`src/rtl/core/emrg_mod.sv`:
```
// Shared serial modulo unit: 16-bit value reduced modulo a 16-bit divisor.
// Restoring division, one quotient bit per cycle; uses no package items.
`default_nettype none
module emrg_mod (
  input  wire logic        clk,
  input  wire logic        rst,
  input  wire logic        go,
  input  wire logic [15:0] num,
  input  wire logic [15:0] den,
  output logic             done,
  output logic [15:0]      rem
);
  logic [15:0] q;
  logic [16:0] r;
  logic [4:0]  cnt;
  logic        run;
  logic [16:0] trial;

  assign trial = {r[15:0], q[15]};
  assign rem   = r[15:0];

  always_ff @(posedge clk) begin
    if (rst) begin
      run  <= 1'b0;
      done <= 1'b0;
    end else begin
      done <= 1'b0;
      if (go) begin
        run <= 1'b1;
        q   <= num;
        r   <= '0;
        cnt <= 5'd16;
      end else if (run) begin
        q <= {q[14:0], 1'b0};
        if (trial >= {1'b0, den}) r <= trial - {1'b0, den};
        else r <= trial;
        cnt <= cnt - 5'd1;
        if (cnt == 5'd1) begin
          run  <= 1'b0;
          done <= 1'b1;
        end
      end
    end
  end
endmodule
`default_nettype wire

```
`config.mk`:
```
export PLATFORM = sky130hd
export DESIGN_NAME = emrg_mod
export DESIGN_NICKNAME = d
export VERILOG_FILES = /design/src/rtl/core/emrg_mod.sv
export SDC_FILE = /design/constraint.sdc
export NUM_CORES = 1
export LEC_CHECK = 0
export ABC_AREA = 1
export BUFFER_PORTS_ARGS = -buffer_cell sky130_fd_sc_hd__buf_2
export CAP_MARGIN = 20
export CORE_ASPECT_RATIO = 1.4
export CORE_MARGIN = 2
export CORE_UTILIZATION = 45
export CTS_CLUSTER_DIAMETER = 200
export DETAILED_ROUTE_END_ITERATION = 10
export PLACE_DENSITY = 0.71
export SYNTH_ARGS = -nofsm -noshare
export SYNTH_HDL_FRONTEND = slang
export SYNTH_SLANG_ARGS = --single-unit
```
`constraint.sdc`:
```
create_clock -name clk -period 7.2 [get_ports clk]
set_clock_uncertainty 0.1 [all_clocks]
set_input_delay 0 -clock clk [delete_from_list [all_inputs] [get_ports clk]]
set_output_delay 0 -clock clk [all_outputs]
set_load 0.005 [all_outputs]
```
# Yosys cells after proc, flatten, opt, wreduce, memory -nomap -nowiden
# Cells that the tools add are included.
[op_classes] add_sub_neg=2 n_lt_le_gt_ge=1 eq_ne=1 mux=9 bitwise_logic=2 n_reduce_logical=3
[ops] op="two-way mux 16 bit" n=4
[ops] op="greater-or-equal comparator 17 x 16 -> 1 bit" n=1
[ops] op="subtractor 16 bit" n=1
[ops] op="== test 5 x 1 -> 1 bit, second input constant" n=1
[ops] op="two-way mux 5 bit" n=1
[ops] op="subtractor 5 x 1 -> 5 bit, second input constant" n=1
[ops] op="two-way mux 1 bit" n=4
[ops] op="OR reduction 3 bit" n=1
[ops] op="NOT 1 bit" n=2
[ops] op="AND reduction 2 bit" n=1
[ops] op="nonzero test 2 bit" n=1
[word_totals] regBits=39 inputBits=35 elab_cells=23

# Longest topological paths before layout
[logic_depth] ltp_word=4 mapped_depth=14 mapped_depth_nobuf=14

# Worst setup path after synthesis
# Ideal clock, no wire load.
[synth_timing] kind="reg2reg" start="register run" end="register cnt[0] (enable)" setup_ns=0.446 arrival_time_ns=2.211 path_slack_ns=4.443 path_stages_with_launch=3 n_path_buf=0 synth_period_minus_slack_ns=2.757 path_cell_list="dfxtp_1 inv_1 a21oi_1"
[synth_via] elab_chain_cells=2
[synth_lines] element="start, declared" line="16" rtl="logic run;"
[synth_lines] element="start signal, assigned" line="24" rtl="run <= 1'b0;"
[synth_lines] element="start signal, assigned" line="29" rtl="run <= 1'b1;"
[synth_lines] element="start signal, assigned" line="39" rtl="run <= 1'b0;"
[synth_lines] element="nonzero test 2 bit (no source line)"
[synth_lines] element="AND reduction 2 bit (no source line)"
[synth_lines] element="end signal, assigned" line="37" rtl="cnt <= cnt - 5'd1;"
[synth_lines] element="end, declared" line="15" rtl="logic [4:0] cnt;"
# Every way passes these cells.
# A chain may end at the register's enable or synchronous reset.

# Worst setup path after layout
[layout_timing] start="register r[13]" end="register r[6] (data pin)"
[layout_via] elab_chain_cells=3
[layout_lines] element="start, declared" line="14" rtl="logic [16:0] r;"
[layout_lines] element="start signal, assigned" line="35" rtl="if (trial >= {1'b0, den}) r <= trial - {1'b0, den};"
[layout_lines] element="start signal, assigned" line="36" rtl="else r <= trial;"
[layout_lines] element="greater-or-equal comparator 17 x 16 -> 1 bit" line="35"
[layout_lines] element="two-way mux 16 bit" line="35"
[layout_lines] element="two-way mux 16 bit" line="33" rtl="end else if (run) begin"
# Every way passes these cells. The select of a mux whose other input is x is not followed.

==> reports/summary.md <==
The run finished with clean final reports. Global routing finished with a remaining overflow of 0. The routed design could run at a clock period as short as 2350 ps. The tools report the critical path endpoint category as a flop. The run gives 290 ps as the clock network latency to the later pin of the worst-skew pair. The worst reg2reg path depth came out at 10. The sum of met2 wire segment lengths after detailed routing came out at 3840 um.

Summed over all nets, the switching power comes to 227 uW. Portion of netlist area occupied by mux cells: 0%. Number of distinct standard cells referenced by the synthesized netlist: 30. The worst hold path begins at go.

The logs give 2 for the maximum clock insertion buffer count and 426 MHz for the top achievable clock speed. The reg-to-reg critical path endpoint is r[6]$_SDFFCE_PP0P_. Once the floorplan was initialized, standard cells occupied 46.2% of the core. The count of pins over their slew limit came out at 0. The count of endpoints failing hold in the final timing report was 0; the slew of the pin with the lowest slew margin was 476 ps. The path class of the tightest hold or removal check is primary input to flop. The count of antenna diodes in the layout is 0, and the total of buffers placed on input and output ports is 51. Adding up every negative setup slack in the final design gives 0 ps.

After detailed routing, the number of remaining DRC violations is 0. The sequential share of the synthesized area is 38.2%, and the number of instances on the worst hold path is 2. The mean post-synth cell area works out to 6.95 um^2.

For the initial antenna violation count, the log shows 0. The number of synthesized flops with an enable pin was 37. The worst register-to-register path begins at r[13]$_SDFFCE_PP0P_. The logs give 168 for the initial DRC count and 688 uW for the total power. For the post-synth net total, the log shows 488. Data arrives at the worst endpoint at 2300 ps. The run gives 34 as the pin count of the biggest net entering global routing. The area share of the largest cell type after synthesis is 36.8%. Setup violations remaining at the end of the flow were counted as 0.

Once the clock tree was built, the resizer swapped 0 gates to a different size. The first detailed-routing pass ran for 4 iterations. In the routed layout, each cell is associated on average with a via count of 4.83. In the global route stage, overall resource usage came out at 21.2%. The post-route netlist has 16.5% of its cells at a drive strength greater than 1. For the number of nets with antenna violations after detailed routing, the log shows 0. The register share of total power was 41.3%. The tools report the worst hold path endpoint as cnt[1]$_SDFFCE_PP0P_. Detailed routing inserted a total of 2,791 vias.

Prior to clock tree synthesis, the placed netlist has a worst setup slack of 4860 ps. The run gives 6530 um^2 as the area of the core region. The critical path in this run is classified as flop to flop. The per-cell routed wire length is 12.8 um.

The tools report the worst path setup slack after routing as 4850 ps. Cell accounting for the most synthesized area: edfxtp_1. The wire length the detailed router placed on met1 is 2920 um, and the floorplan row count is 35. Summing the areas of all and, or, nand and nor instances in the mapped netlist gives 38.0% of the synthesized area. The synthesized netlist devotes 1.66% of its cell area to compound gates.

After synthesis the netlist holds a flip-flop and latch count of 39. The overall die width is 73.2 um. After detailed routing, no signal wire sits above met4. The run gives 557 as the number of nets in the finished design. The logs give 2,807 for the via count of the first global-routing pass and 12,100 um for the global-route wire length before repair. VDD sags by at most 169 uV. The cell sitting at the root of the clock tree is a clkbuf_8.

After clock tree synthesis, the clock-pin slew on the worst setup and hold paths is 80 ps. Summing the areas of all xor and xnor instances in the mapped netlist gives 2.03% of the synthesized area. In the post-synthesis netlist, the biggest area contributors are edfxtp_1 (37%), nand2_1 (20%), inv_1 (10%). STA classifies the critical path startpoint as a flop.

The switching share of power is 33.0%. Setup repair after global routing left no endpoint under its margin. Of the available clock period, the critical path in the final layout requires 32.6%.

For the max-capacitance violation count, the log shows 0. TritonCTS built the clock tree. The power per cell area was 189 nW/um^2; the wire length reported by the detailed router was 7390 um. The most used flip-flop cell after synthesis is edfxtp_1. The tools report the number of levels in the clock H-tree as 2. For this run, the share of the core covered by cells in the final layout is 55.7%. Per report_power, the combinational group accounts for 32.9% of the total. After technology mapping, the gate count stands at 434. Summed over all nets, the half-perimeter wirelength after detailed placement is 5690 um. The endpoint required time on the critical path is 7150 ps. Yosys printed 0 warnings. Largest family of logic cells by synthesized area: simple AND/OR/NAND/NOR gates.

The maximum fanout encountered on the critical timing path was 14; the cell area after synthesis was 3020 um^2. The internal power was 461 uW. Of the total synthesized cell area, the portion taken by full adders, half adders and majority gates is 8.13%.

For the part of the power in the clock network, the log shows 25.8%. The vertical die dimension is 101 um, and the number of buffers created by CTS is 5. Headroom to the max-slew limit came out at 68.2%. The proportion of register bits with asynchronous set or reset after synthesis works out to 0%.

Pin placement for this block handled 52 I/O pins. The worst register-to-register path has a setup slack of 4850 ps. Static power due to leakage: 0.00200 uW. The die covers 7380 um^2. The clock net sink count was 39.

For the sum of met3 wire segment lengths after detailed routing, the log shows 256 um. The congestion estimate from routability-driven global placement came to 0.956. Compared with the post-synthesis result, the final layout area differs by 20.5%.
[state kept, by name (all words and copies together) (netlist names)]
register,flops
q,16
cnt,5
done,1
run,1
r,16
[metrics by stage]
step | hold WS (ps) | area (um^2) | instances
finish | 67.7 | 3630 | 578
global route | 114 | 3630 | 578
CTS | 65.4 | 3630 | 578
detailed placement | 123 | 3360 | 553
global placement | 118 | 3340 | 552
floorplan | -23.2 | 3020 | 434
[power groups by stage]
stage / Clock, uW / Sequential (uW) / Combinational [uW]
4_1_cts: 182 / 285 / 226
2_1_floorplan: 0 / 288 / 158
3_5_place_dp: 0 / 290 / 218
6_report: 177 / 285 / 226
3_3_place_gp: 0 / 289 / 216
5_1_grt: 188 / 287 / 258
[worst max-delay path by stage]
stage	endpoint	from
2_1_floorplan	cnt[0]$_SDFFCE_PP0P_	run$_SDFF_PP0_
3_3_place_gp	r[15]$_SDFFCE_PP0P_	r[13]$_SDFFCE_PP0P_
3_5_place_dp	r[15]$_SDFFCE_PP0P_	r[13]$_SDFFCE_PP0P_
4_1_cts	r[15]$_SDFFCE_PP0P_	r[13]$_SDFFCE_PP0P_
5_1_grt	r[4]$_SDFFCE_PP0P_	r[13]$_SDFFCE_PP0P_
6_report	r[6]$_SDFFCE_PP0P_	r[13]$_SDFFCE_PP0P_
[cell families after synthesis]
group,count (synthesis)
AND/OR/NAND/NOR,267
buffers and inverters,92
flip-flops,39
adder cells (fa/ha/maj),19
AO/OA/AOI/OAI,10
XOR/XNOR,7
[cell usage in the layout, fill, tap and decap left out, types with 3 or more instances in the layout]
master	n
edfxtp_1	37
inv_1	80
xnor2_1	3
or2_2	3
nand2_1	160
xor2_1	4
inv_2	3
dlygate4sd3_1	17
buf_2	51
nor2_2	8
nor2_1	43
nor3_1	3
clkbuf_8	5
a21oi_1	8
nand4_1	8
ha_1	18
nand3_1	30
[cell usage after synthesis, types with 3 or more instances]
library cell / n
a21oi_1: 9
buf_2: 3
clkbuf_1: 3
edfxtp_1: 37
ha_1: 18
inv_1: 80
inv_2: 3
nand2_1: 160
nand3_1: 30
nand4_1: 8
nor2_1: 43
nor2_2: 8
nor3_1: 3
or2_2: 3
xnor2_1: 3
xor2_1: 4
[critical path, cell delays in order, from the launching register on]
cell and delay, ps:
edfxtp_1 450, ha_1 390, nand3_1 160, nor2_1 190, nand3_1 110, nor2_2 200
nor2_4 120, nand2_4 120, inv_2 120, nor2_1 120, nor2_1 40
[routing by layer]
metal  up-vias  GRT usage (%)
li1       1470              -
met1      1235           22.2
met2        64           38.9
met3        22           2.70
met4         0           13.2
met5         -              0
[layout make-up]
class / count / area [um^2]
clock buffers: 5 / 68.8
clock inverters: 3 / 38.8
fillers: 620 / 2890
inverters: 84 / 315
multi-input cells: 303 / 1520
flip-flops and latches: 39 / 1150
well taps: 74 / 92.6
repair buffers: 70 / 453
[what timing repair did]
action                     4_1_cts  5_1_grt
hold endpoints to repair        29        0
setup endpoints to repair        0        0
setup buffers                    0        0
hold buffers                    17        0
No activity file was read; power rests on OpenSTA's default activity.
